`src/sv/assert_macros.svh`:
```
// Assertion helpers for the allocator. All checks are sampled on the rising
// clock edge and are switched off while the synchronous reset is held.
`ifndef ASSERT_MACROS_SVH
`define ASSERT_MACROS_SVH

// Checks that the condition holds in the same cycle as the trigger.
`define BFA_ASSERT_NOW(name, trig, cond, msg) \
    name: assert property (@(posedge i_clk) disable iff (!i_rst_n) \
        (trig) |-> (cond)) else $error(msg);

// Checks that the condition holds in the cycle after the trigger.
`define BFA_ASSERT_NEXT(name, trig, cond, msg) \
    name: assert property (@(posedge i_clk) disable iff (!i_rst_n) \
        (trig) |=> (cond)) else $error(msg);

`endif

```
`src/sv/bfa_pkg.sv`:
```
`timescale 1ns / 1ps

package bfa_pkg;

    localparam int MAX_BLOCKS    = 64;
    localparam int PAGE_BYTES    = 4096;
    localparam int HEADER_BYTES  = 32;
    localparam int HEAP_CAPACITY = 268435456;

    localparam int IDX_W  = $clog2(MAX_BLOCKS);
    localparam int CNT_W  = $clog2(MAX_BLOCKS + 1);
    localparam int OFF_W  = 28;
    localparam int HEAP_W = $clog2(HEAP_CAPACITY + 1);

    localparam logic OP_FREE = 1'b1;

    typedef enum logic [1:0] {
        ST_OK,
        ST_NULL_FREE,
        ST_NO_ROOM,
        ST_BAD_FREE
    } t_status;

    typedef enum logic [1:0] {
        S_IDLE,
        S_SCAN,
        S_RESOLVE,
        S_TRIM
    } t_state;

    // One row of the block table.
    typedef struct packed {
        logic [OFF_W-1:0] start;
        logic [OFF_W-1:0] size;
        logic             used;
    } t_entry;

endpackage

```
`src/sv/bfa_ram.sv`:
```
`timescale 1ns / 1ps

module bfa_ram #(
    parameter int WIDTH = 8,
    parameter int DEPTH = 64
) (
    input  logic                     i_clk,
    input  logic                     i_we,
    input  logic [$clog2(DEPTH)-1:0] i_waddr,
    input  logic [WIDTH-1:0]         i_wdata,
    input  logic                     i_re,
    input  logic [$clog2(DEPTH)-1:0] i_raddr,
    output logic [WIDTH-1:0]         o_rdata
);

    logic [WIDTH-1:0] mem [DEPTH];

    always_ff @(posedge i_clk) begin
        if (i_we) begin
            mem[i_waddr] <= i_wdata;
        end
        if (i_re) begin
            o_rdata <= mem[i_raddr];
        end
    end

endmodule

```
`src/sv/best_fit_block_allocator.sv`:
```
// An allocate or a free reads the table in S_SCAN (skipped when it is empty); an
// allocate, or a free with no match, ends in S_RESOLVE, a free at its hit, and a
// free of the last block then walks back over the trailing free blocks in S_TRIM,
// one entry per cycle. A null free answers next cycle. One item at a time, paced
// by the single read port of the block table. The receiver cannot stall the result.
// Reset empties the table and the heap; the table memory itself is not cleared.
`timescale 1ns / 1ps
`include "assert_macros.svh"

module best_fit_block_allocator
    import bfa_pkg::*;
(
    input  logic              i_clk,
    input  logic              i_rst_n,
    input  logic              start,
    output logic              busy,
    input  logic              i_operation,
    input  logic [OFF_W-1:0]  i_request_bytes,
    input  logic [OFF_W-1:0]  i_payload_offset,
    output logic              o_done,
    output logic [OFF_W-1:0]  o_result_offset,
    output logic [1:0]        o_status,
    output logic [HEAP_W-1:0] o_heap_bytes_now
);

    localparam int ENTRY_W = $bits(t_entry);

    t_state             r_state, n_state;
    logic               r_op, n_op;
    logic [OFF_W-1:0]   r_want, n_want;
    logic [OFF_W-1:0]   r_offset, n_offset;
    logic [HEAP_W:0]    r_total, n_total;
    logic [CNT_W-1:0]   r_count, n_count;
    logic [HEAP_W-1:0]  r_heap, n_heap;
    logic [CNT_W-1:0]   r_idx, n_idx;
    logic               r_pend, n_pend;
    logic [IDX_W-1:0]   r_pidx, n_pidx;
    logic               r_tmore, n_tmore;
    logic               r_found, n_found;
    logic [IDX_W-1:0]   r_best_idx, n_best_idx;
    logic [OFF_W-1:0]   r_best_start, n_best_start;
    logic [OFF_W-1:0]   r_best_size, n_best_size;
    logic               r_done, n_done;
    logic [OFF_W-1:0]   r_res_off, n_res_off;
    t_status            r_status, n_status;

    logic               ram_we, ram_re;
    logic [IDX_W-1:0]   ram_waddr, ram_raddr;
    t_entry             ram_wdata;
    logic [ENTRY_W-1:0] ram_rdata;
    t_entry             rd_entry;

    logic               accept;
    logic               pend_last;
    logic [HEAP_W:0]    need_rnd;
    logic [HEAP_W+1:0]  app_end;
    logic [HEAP_W:0]    app_pay;
    logic [HEAP_W:0]    trim_end;
    logic [HEAP_W-1:0]  hit_pay;

    // Reads and writes never touch the same entry in one cycle: a write ends
    // each item's table work and the next item reads only after a pass through
    // S_IDLE, so the memory needs no forwarding path.
    bfa_ram #(
        .WIDTH (ENTRY_W),
        .DEPTH (MAX_BLOCKS)
    ) u_table (
        .i_clk   (i_clk),
        .i_we    (ram_we),
        .i_waddr (ram_waddr),
        .i_wdata (ram_wdata),
        .i_re    (ram_re),
        .i_raddr (ram_raddr),
        .o_rdata (ram_rdata)
    );

    assign rd_entry  = t_entry'(ram_rdata);
    assign accept    = start && !busy;
    assign pend_last = (CNT_W'(r_pidx) + CNT_W'(1)) == r_count;
    assign need_rnd  = (HEAP_W+1)'(i_request_bytes)
                     + (HEAP_W+1)'(HEADER_BYTES + PAGE_BYTES - 1);
    assign app_end   = (HEAP_W+2)'(r_heap) + (HEAP_W+2)'(r_total);
    assign app_pay   = (HEAP_W+1)'(r_heap) + (HEAP_W+1)'(HEADER_BYTES);
    assign trim_end  = (HEAP_W+1)'(rd_entry.start) + (HEAP_W+1)'(HEADER_BYTES)
                     + (HEAP_W+1)'(rd_entry.size);
    assign hit_pay   = HEAP_W'(rd_entry.start) + HEAP_W'(HEADER_BYTES);

    always_ff @(posedge i_clk) begin
        if (!i_rst_n) begin
            r_state <= S_IDLE;
            r_count <= '0;
            r_heap  <= '0;
            r_done  <= 1'b0;
            r_pend  <= 1'b0;
            r_tmore <= 1'b0;
            r_found <= 1'b0;
        end else begin
            r_state <= n_state;
            r_count <= n_count;
            r_heap  <= n_heap;
            r_done  <= n_done;
            r_pend  <= n_pend;
            r_tmore <= n_tmore;
            r_found <= n_found;
        end
    end

    always_ff @(posedge i_clk) begin
        r_op         <= n_op;
        r_want       <= n_want;
        r_offset     <= n_offset;
        r_total      <= n_total;
        r_idx        <= n_idx;
        r_pidx       <= n_pidx;
        r_best_idx   <= n_best_idx;
        r_best_start <= n_best_start;
        r_best_size  <= n_best_size;
        r_res_off    <= n_res_off;
        r_status     <= n_status;
    end

    always_comb begin
        n_state      = r_state;
        n_op         = r_op;
        n_want       = r_want;
        n_offset     = r_offset;
        n_total      = r_total;
        n_count      = r_count;
        n_heap       = r_heap;
        n_idx        = r_idx;
        n_pend       = r_pend;
        n_pidx       = r_pidx;
        n_tmore      = r_tmore;
        n_found      = r_found;
        n_best_idx   = r_best_idx;
        n_best_start = r_best_start;
        n_best_size  = r_best_size;
        n_done       = 1'b0;
        n_res_off    = r_res_off;
        n_status     = r_status;
        ram_we       = 1'b0;
        ram_waddr    = r_best_idx;
        ram_wdata    = '{start: r_best_start, size: r_best_size, used: 1'b1};
        ram_re       = 1'b0;
        ram_raddr    = r_idx[IDX_W-1:0];

        unique case (r_state)
            S_IDLE: begin
                if (accept) begin
                    n_op     = i_operation;
                    n_want   = i_request_bytes;
                    n_offset = i_payload_offset;
                    n_total  = need_rnd & ~((HEAP_W+1)'(PAGE_BYTES - 1));
                    n_idx    = '0;
                    n_pend   = 1'b0;
                    n_found  = 1'b0;
                    if (i_operation == OP_FREE && i_payload_offset == '0) begin
                        n_done    = 1'b1;
                        n_res_off = '0;
                        n_status  = ST_NULL_FREE;
                    end else if (r_count == '0) begin
                        n_state = S_RESOLVE;
                    end else begin
                        n_state = S_SCAN;
                    end
                end
            end

            S_SCAN: begin
                // Reads go out one entry per cycle; each is judged in the cycle after its read.
                ram_re = r_idx < r_count;
                n_pend = ram_re;
                n_pidx = r_idx[IDX_W-1:0];
                n_idx  = r_idx + CNT_W'(1);
                if (r_pend) begin
                    if (r_op != OP_FREE) begin
                        if (!rd_entry.used && rd_entry.size >= r_want &&
                            (!r_found || rd_entry.size < r_best_size)) begin
                            n_found      = 1'b1;
                            n_best_idx   = r_pidx;
                            n_best_start = rd_entry.start;
                            n_best_size  = rd_entry.size;
                        end
                        if (pend_last) begin
                            n_state = S_RESOLVE;
                        end
                    end else if (rd_entry.used && hit_pay == HEAP_W'(r_offset)) begin
                        ram_we    = 1'b1;
                        ram_waddr = r_pidx;
                        ram_wdata = '{start: rd_entry.start, size: rd_entry.size,
                                      used: 1'b0};
                        n_res_off = '0;
                        n_status  = ST_OK;
                        if (!pend_last) begin
                            n_state = S_IDLE;
                            n_done  = 1'b1;
                        end else if (r_pidx == '0) begin
                            n_state = S_IDLE;
                            n_done  = 1'b1;
                            n_count = '0;
                            n_heap  = '0;
                        end else begin
                            // The last block went free: walk back to the last used one.
                            n_state = S_TRIM;
                            n_idx   = CNT_W'(r_pidx) - CNT_W'(1);
                            n_tmore = 1'b1;
                            n_pend  = 1'b0;
                        end
                    end else if (pend_last) begin
                        n_state = S_RESOLVE;
                    end
                end
            end

            S_RESOLVE: begin
                n_state = S_IDLE;
                n_done  = 1'b1;
                if (r_op == OP_FREE) begin
                    n_res_off = '0;
                    n_status  = ST_BAD_FREE;
                end else if (r_found) begin
                    ram_we    = 1'b1;
                    n_res_off = r_best_start + OFF_W'(HEADER_BYTES);
                    n_status  = ST_OK;
                end else if (r_count >= CNT_W'(MAX_BLOCKS) ||
                             app_end > (HEAP_W+2)'(HEAP_CAPACITY) ||
                             app_pay[HEAP_W:OFF_W] != '0) begin
                    n_res_off = '0;
                    n_status  = ST_NO_ROOM;
                end else begin
                    ram_we    = 1'b1;
                    ram_waddr = r_count[IDX_W-1:0];
                    ram_wdata = '{start: r_heap[OFF_W-1:0],
                                  size: OFF_W'(r_total - (HEAP_W+1)'(HEADER_BYTES)),
                                  used: 1'b1};
                    n_count   = r_count + CNT_W'(1);
                    n_heap    = app_end[HEAP_W-1:0];
                    n_res_off = app_pay[OFF_W-1:0];
                    n_status  = ST_OK;
                end
            end

            S_TRIM: begin
                ram_re = r_tmore;
                n_pend = r_tmore;
                n_pidx = r_idx[IDX_W-1:0];
                if (r_tmore) begin
                    if (r_idx == '0) begin
                        n_tmore = 1'b0;
                    end else begin
                        n_idx = r_idx - CNT_W'(1);
                    end
                end
                if (r_pend) begin
                    if (rd_entry.used) begin
                        n_state = S_IDLE;
                        n_done  = 1'b1;
                        n_count = CNT_W'(r_pidx) + CNT_W'(1);
                        n_heap  = trim_end[HEAP_W-1:0];
                    end else if (r_pidx == '0) begin
                        n_state = S_IDLE;
                        n_done  = 1'b1;
                        n_count = '0;
                        n_heap  = '0;
                    end
                end
            end

            default: begin
                n_state = S_IDLE;
            end
        endcase
    end

    assign busy             = r_state != S_IDLE;
    assign o_done           = r_done;
    assign o_result_offset  = r_res_off;
    assign o_status         = r_status;
    assign o_heap_bytes_now = r_heap;

    `BFA_ASSERT_NOW(a_count_in_range, 1'b1, r_count <= CNT_W'(MAX_BLOCKS), "block count overflow")
    `BFA_ASSERT_NOW(a_empty_heap, r_count == '0, r_heap == '0, "heap not empty with no blocks")
    `BFA_ASSERT_NOW(a_heap_nonzero, r_count != '0, r_heap != '0, "heap empty with blocks")
    `BFA_ASSERT_NOW(a_fail_no_offset, o_done && r_status != ST_OK, o_result_offset == '0, "offset on failure")
    `BFA_ASSERT_NEXT(a_busy_after_start, accept && !(i_operation == OP_FREE && i_payload_offset == '0), busy, "no work after start")

endmodule

```
`config.mk`:
```
export PLATFORM = sky130hd
export DESIGN_NAME = best_fit_block_allocator
export DESIGN_NICKNAME = d
export VERILOG_FILES = /design/src/sv/bfa_pkg.sv /design/src/sv/bfa_ram.sv /design/src/sv/best_fit_block_allocator.sv
export VERILOG_INCLUDE_DIRS = /design/src /design/src/sv
export SDC_FILE = /design/constraint.sdc
export NUM_CORES = 2
export LEC_CHECK = 0
export BUFFER_PORTS_ARGS = -buffer_cell sky130_fd_sc_hd__buf_2
export CORE_MARGIN = 2
export CORE_UTILIZATION = 50
export CTS_BUF_LIST = sky130_fd_sc_hd__clkbuf_16
export DETAILED_ROUTE_END_ITERATION = 10
export PLACE_DENSITY = 0.68
export SLEW_MARGIN = 20
export SYNTH_ARGS = -nofsm -noshare
export SYNTH_HDL_FRONTEND = slang
export SYNTH_HIERARCHICAL = 1
export SYNTH_SLANG_ARGS = --single-unit
```
`constraint.sdc`:
```
create_clock -name i_clk -period 9.25 [get_ports i_clk]
set_input_delay 1.3875 -clock i_clk [delete_from_list [all_inputs] [get_ports i_clk]]
set_output_delay 1.3875 -clock i_clk [all_outputs]
set_load 0.05 [all_outputs]
```
* After elaboration in Yosys (flattened, before gate mapping)
Memories as Yosys holds them, arrays and structs flattened. A register that Yosys moved wholly into a read port is not among the register bits. Cells that the tools add are included.
Storage, ports and cells: input port bits 60, bits in latches 0, bits in writable memories 3648, bits in read-only memories 0, memories kept 1, logic and storage cells 208, bits in registers 221, output and inout bits 61
Memory list:
- u_table.mem | words 64, bits a word 57, read ports 1, clocked after memory_dff 1, wr ports 1, line bfa_ram.sv:16 | logic [WIDTH-1:0] mem [DEPTH];
Operators by class: shift operators 0, div/mod/pow operators 0, $mul 0, magnitude comparators 5, bitwise operators 1, eq/ne operators 22, reductions and logical operators 33, add/sub/neg operators 13, multiplexer cells 115
Operators with widths (count):
- 57-bit 2-to-1 mux | 6
- 29-bit 2-to-1 mux | 10
- 28-bit 2-to-1 mux | 8
- 7-bit 2-to-1 mux | 18
- 57-bit case mux with 2 select lines | 1
- 29-bit case mux with 3 select lines | 1
- 28-bit case mux with 3 select lines | 1
- 28-bit by 6-bit adder with 29-bit output (second input constant) | 2
- 7-bit case mux with 3 select lines | 2
- 2-bit 2-to-1 mux | 20
- 6-bit 2-to-1 mux | 6
- 1-bit 2-to-1 mux | 33
- 2-bit != test (second input constant) | 16
- 31-bit by 29-bit greater-than comparator with 1-bit output (second input constant) | 1
- 29-bit by 29-bit adder with 30-bit output | 1
- 29-bit by 6-bit adder with 30-bit output (second input constant) | 1
- 28-bit by 13-bit adder with 29-bit output (second input constant) | 1
- 29-bit by 28-bit adder with 29-bit output | 1
- 29-bit by 28-bit == test with 1-bit output | 1
- 28-bit by 6-bit adder with 28-bit output (second input constant) | 1
- 28-bit >= comparator | 1
- 28-bit zero test | 1
- 28-bit < comparator | 1
- 28-bit by 6-bit subtractor with 28-bit output (second input constant) | 1
- other kinds (31) | 54

* Logic depth before layout (Yosys ltp)
word-level depth 10, depth in mapped cells 19, mapped depth without buffers 16

* Cells and area by module
The synthesis kept the hierarchy.
By module, submodules not included:
- bfa_ram | cells an instance 5844, area an instance 139983.0 sq um, times used 1
- best_fit_block_allocator | cells an instance 1695, area an instance 16102.9 sq um, times used 1

* Least setup slack after synthesis
OpenSTA, ideal clock, no wires.
path kind flip-flop to flip-flop, start point register r_heap[12], in the netlist o_heap_bytes_now[12], end point memory u_table/mem[55][0] (netlist name) (enable), data arrival time 8.984 ns, slack -0.276 ns, stages on the path, launching flop included 18, required time 8.708 ns, library setup time 0.542 ns, cells stage by stage dfxtp_1 ha_1 fa_1 a21o_1 a21oi_1 xnor2_1 or4_1 or4_1 or4_1 o32a_1 buf_6 nor3_1 clkbuf_1 a22oi_1 nand2_1 clkbuf_1 nand3_1 nor3_1
Between the ends: elaborated cells between the ends (all ways) 16
RTL lines:
- from (decl) | line best_fit_block_allocator.sv:34 | logic [HEAP_W-1:0] r_heap, n_heap;
- from (signal assigned) | line best_fit_block_allocator.sv:100 | r_heap <= n_heap;
- 29-bit by 29-bit adder with 30-bit output | line best_fit_block_allocator.sv:82 | assign app_end = (HEAP_W+2)'(r_heap) + (HEAP_W+2)'(r_total);
- 31-bit by 29-bit greater-than comparator with 1-bit output | line best_fit_block_allocator.sv:226 | app_end > (HEAP_W+2)'(HEAP_CAPACITY) ||
- 1-bit logical OR | line best_fit_block_allocator.sv:225 | end else if (r_count >= CNT_W'(MAX_BLOCKS) ||
- 1-bit logical OR (*) | line best_fit_block_allocator.sv:226
- 6-bit 2-to-1 mux (*) | line best_fit_block_allocator.sv:225
- 6-bit 2-to-1 mux (*) | line best_fit_block_allocator.sv:221 | end else if (r_found) begin
- 6-bit 2-to-1 mux (*) | line best_fit_block_allocator.sv:218 | if (r_op == OP_FREE) begin
- 6-bit case mux with 2 select lines (*) | line best_fit_block_allocator.sv:147 | unique case (r_state)
- net ram_waddr[0] | line best_fit_block_allocator.sv:48 | logic [IDX_W-1:0] ram_waddr, ram_raddr;
- to (decl) | line bfa_ram.sv:16
The timed path passes the listed nets; every way through them passes the cells marked *.

* Worst setup path in the final report
start point register r_total[12], end point memory u_table/mem[45][39] (netlist name) (enable)
Between the ends: elaborated cells between the ends (all ways) 14
RTL lines:
- from (decl) | line best_fit_block_allocator.sv:32 | logic [HEAP_W:0] r_total, n_total;
- from (signal assigned) | line best_fit_block_allocator.sv:112 | r_total <= n_total;
- 29-bit by 29-bit adder with 30-bit output | line best_fit_block_allocator.sv:82
- 31-bit by 29-bit greater-than comparator with 1-bit output | line best_fit_block_allocator.sv:226
- 1-bit logical OR | line best_fit_block_allocator.sv:225
- 1-bit logical OR | line best_fit_block_allocator.sv:226
- 6-bit 2-to-1 mux | line best_fit_block_allocator.sv:225
- 6-bit 2-to-1 mux | line best_fit_block_allocator.sv:221
- 6-bit 2-to-1 mux | line best_fit_block_allocator.sv:218
- 6-bit case mux with 2 select lines | line best_fit_block_allocator.sv:147
- net ram_waddr[5] | line best_fit_block_allocator.sv:48
The timed path passes the listed nets, and every way through them passes these cells.

==> flow_summary_export.csv <==
group,metric,value,unit
status,status,"completed",
finish,finalNetCount,8111,
drt,vias,81011,
finish,fin_cells,12370,
logic_synthesis,avgSynthCellArea,20.7,sq um
timing,fin_skew,66.7,ps
placement,io_buffers,120,
timing,setup-violations-final,0,
critical_path,reg2reg_depth,18,
logic_synthesis,synth_seq_cells,3926,
timing,hold_violations,0,
timing,tns,0,ps
finish,final_common_cell,"edfxtp_1",
logic_synthesis,ys_warn_count,6,
timing,tightestPinTransition,1290,ps
drt,drcViolationCount,0,
finish,stdcell_area,176000,sq um
logic_synthesis,yosysUniqueCellTypes,83,
critical_path,worstPathMaxFanout,30,
drt,drt_first_pass_iters,6,
clock_tree,clock-sinks,3926,
clock_tree,clock_latency,960,ps
clock_tree,post_cts_buffers,0,
pwr,power.switching,18.5,mW
grt,grt_overflow,0,
placement,place_inst,11640,
worst_hold_path,min_path_cells,2,
job,drv_cap,0,
floorplan,coreArea,311000,sq um
critical_path,cp.required,9840,ps
logic_synthesis,muxShareOfSynthArea,0.150,
clock_tree,post_cts_resized,0,
timing,grt_setup_unrepaired,"false",
placement,pre_cts_slack,2030,ps
timing,max_slew_margin,0.132,
logic_synthesis,synth-compound-area-share,0.0362,
pwr,p_int,36.1,mW
grt,grt_max_degree,119,
clock_tree,clkTransAtPathRegs,70,ps
finish,drive_above_1_share,0.261,
clock_tree,cts.path.max_buffers,4,
timing,min_period,7440,ps
finish,final_cell_mix,"edfxtp_1, mux4_2, clkbuf_16",
critical_path,start_kind,"flop",
pwr,pwr-share-comb,0.308,
clock_tree,ctsRootBufferMaster,"clkbuf_16",
critical_path,critical_path.endpoint_type,"flop",
drt,ant_nets,0,
pwr,switching_share,0.339,
pwr,powerDensity,310,nW/um^2
timing,whs,527,ps
drt,via_per_inst,6.55,
critical_path,worst_ep_arrival_time,8040,ps
floorplan,die_h,563,um
logic_synthesis,syn_inst,7539,
floorplan,rows,205,
pwr,pwr-share-seq,0.402,
logic_synthesis,synth.cell_area,156000,sq um
placement,dp.final_hpwl,264000,um
critical_path,crit_type,"flop to flop",
logic_synthesis,synthSimpleGateAreaFrac,0.0254,
drt,finalWirelength,433000,um
clock_tree,h-tree-depth,5,
placement,routabilityCongestion,0.961,
clock_tree,cts_buffers,394,
grt,grt_pass1_wl,610000,um
timing,drv_slew,0,
clock_tree,cts_tree,"built",
timing,period_share,0.805,
logic_synthesis,synth-edff-count,3884,
logic_synthesis,synth_seq_area_share,0.753,
finish,final_core_util,0.566,
pwr,fin_total_pwr,54.6,mW
timing,fmax,134,MHz
logic_synthesis,syn_nets,7752,
worst_hold_path,hold_class,"flop to flop",
floorplan,initial_utilization,0.502,
placement,dpl_cell_area,163000,sq um
logic_synthesis,synthXorXnorAreaFrac,0.00890,
logic_synthesis,synthAdderAreaFrac,0.0124,
pwr,p_clk_frac,0.289,
logic_synthesis,synth_top_family_by_area,"multiplexers",
drt,wl_per_cell,35.0,um
floorplan,dieArea,317000,sq um
grt,grt_pass1_vias,79282,
logic_synthesis,synth-async-reset-ratio,0,
grt,antenna_found_initial,43,
grt,grt_usage,0.272,
pwr,leakage,55.9,nW
floorplan,boundaryPins,121,
timing,setup_ws,1810,ps
pwr,peakVddDrop,0.322,mV
floorplan,die_w,563,um
drt,drt-initial-drc-count,12070,
finish,area_growth_syn_to_layout,12.8,%
clock_tree,ctsHoldBuffers,0,
logic_synthesis,synth_flop_cell,"edfxtp_1",
cell usage after synthesis (40+ instances only):
library cell	n	area, sq um
o22ai_1	211	1320
nand4_1	44	275
mux4_2	971	21900
nor3_1	42	210
clkbuf_1	199	747
a22o_1	43	377
nand2_1	236	886
inv_1	98	368
a31oi_1	40	250
xnor2_1	79	692
ha_1	151	1890
buf_2	106	531
nor2_1	261	980
o221ai_1	57	499
nand3_1	58	290
a22oi_1	47	353
xor2_1	77	674
o21ai_0	120	601
edfxtp_1	3884	117000
a21o_1	57	428
a21oi_1	155	776
dfxtp_1	42	841
mux2_2	90	1010
buf_1	46	173
mux2i_1	58	581
cell type report:
| type | count | area, sq um |
|---|---|---|
| fillers | 22530 | 135000 |
| flip-flops and latches | 3926 | 117000 |
| multi-input cells | 3117 | 37400 |
| clock buffers | 395 | 9880 |
| well taps | 4140 | 5180 |
| clock inverters | 326 | 3000 |
| repair buffers | 358 | 2740 |
| inverters | 101 | 393 |
| diodes | 7 | 17.5 |
routing by layer:
| metal | global-route usage | share of wire | routed length, um | up-vias |
|---|---|---|---|---|
| met4 | 0.112 | 0.047 | 20400 | 18 |
| met3 | 0.0632 | 0.11 | 49300 | 867 |
| met1 | 0.382 | 0.38 | 164000 | 42728 |
| li1 | - | - | - | 32336 |
| met2 | 0.416 | 0.46 | 199000 | 5062 |
| met5 | 0 | 0.00031 | 135 | - |
logic make-up after synthesis:
family	count (synthesis)
muxes	1119
adders and majority gates	153
AOI/OAI and AO/OA	854
and+or+nand+nor	834
DFF	3926
buffers and inverters	496
xor gates and xnor gates	157
sequential cells by signal, summed over array words and instances (netlist names), 2 cells and up:
name	flops
o_heap_bytes_now	29
o_result_offset	28
o_status	2
r_best_idx	6
r_best_size	28
r_best_start	28
r_count	7
r_idx	7
r_offset	28
r_pidx	6
r_state	2
r_total	17
r_want	28
u_table/mem	3648
u_table/o_rdata	57
final timing paths:
kind	start	endpoint	slack, ps
max	r_total[12]$_DFFE_PP_	u_table/mem[45][39]$_DFFE_PP_	1810
max reg2reg	r_total[12]$_DFFE_PP_	u_table/mem[45][39]$_DFFE_PP_	1810
min reg2reg	r_tmore$_SDFFE_PN0P_	r_tmore$_SDFFE_PN0P_	530
min	r_tmore$_SDFFE_PN0P_	r_tmore$_SDFFE_PN0P_	530
worst max-delay path, stage by stage (launching register included):
cell	delay [ps]
edfxtp_1	510
ha_1	270
fa_1	420
xor2_1	200
nor4_1	220
nand4_1	210
or4_1	460
or4_1	480
or4_1	540
o32a_1	550
nor3_2	310
buf_4	240
a22oi_1	110
nand2_1	350
nand2_1	310
nor2_1	230
nand2_1	460
nor2_4	820
buf_12	310
power by group through the flow:
stage	combinational, mW	clock [mW]	sequential [mW]
2_1_floorplan	9.57	0	22.5
3_3_place_gp	16.4	0	22.4
3_5_place_dp	16.6	0	22.3
4_1_cts	16.7	16.0	22.0
5_1_grt	17.5	16.7	22.0
6_report	16.8	15.8	22.0
No activity file was read; power rests on OpenSTA's default activity.
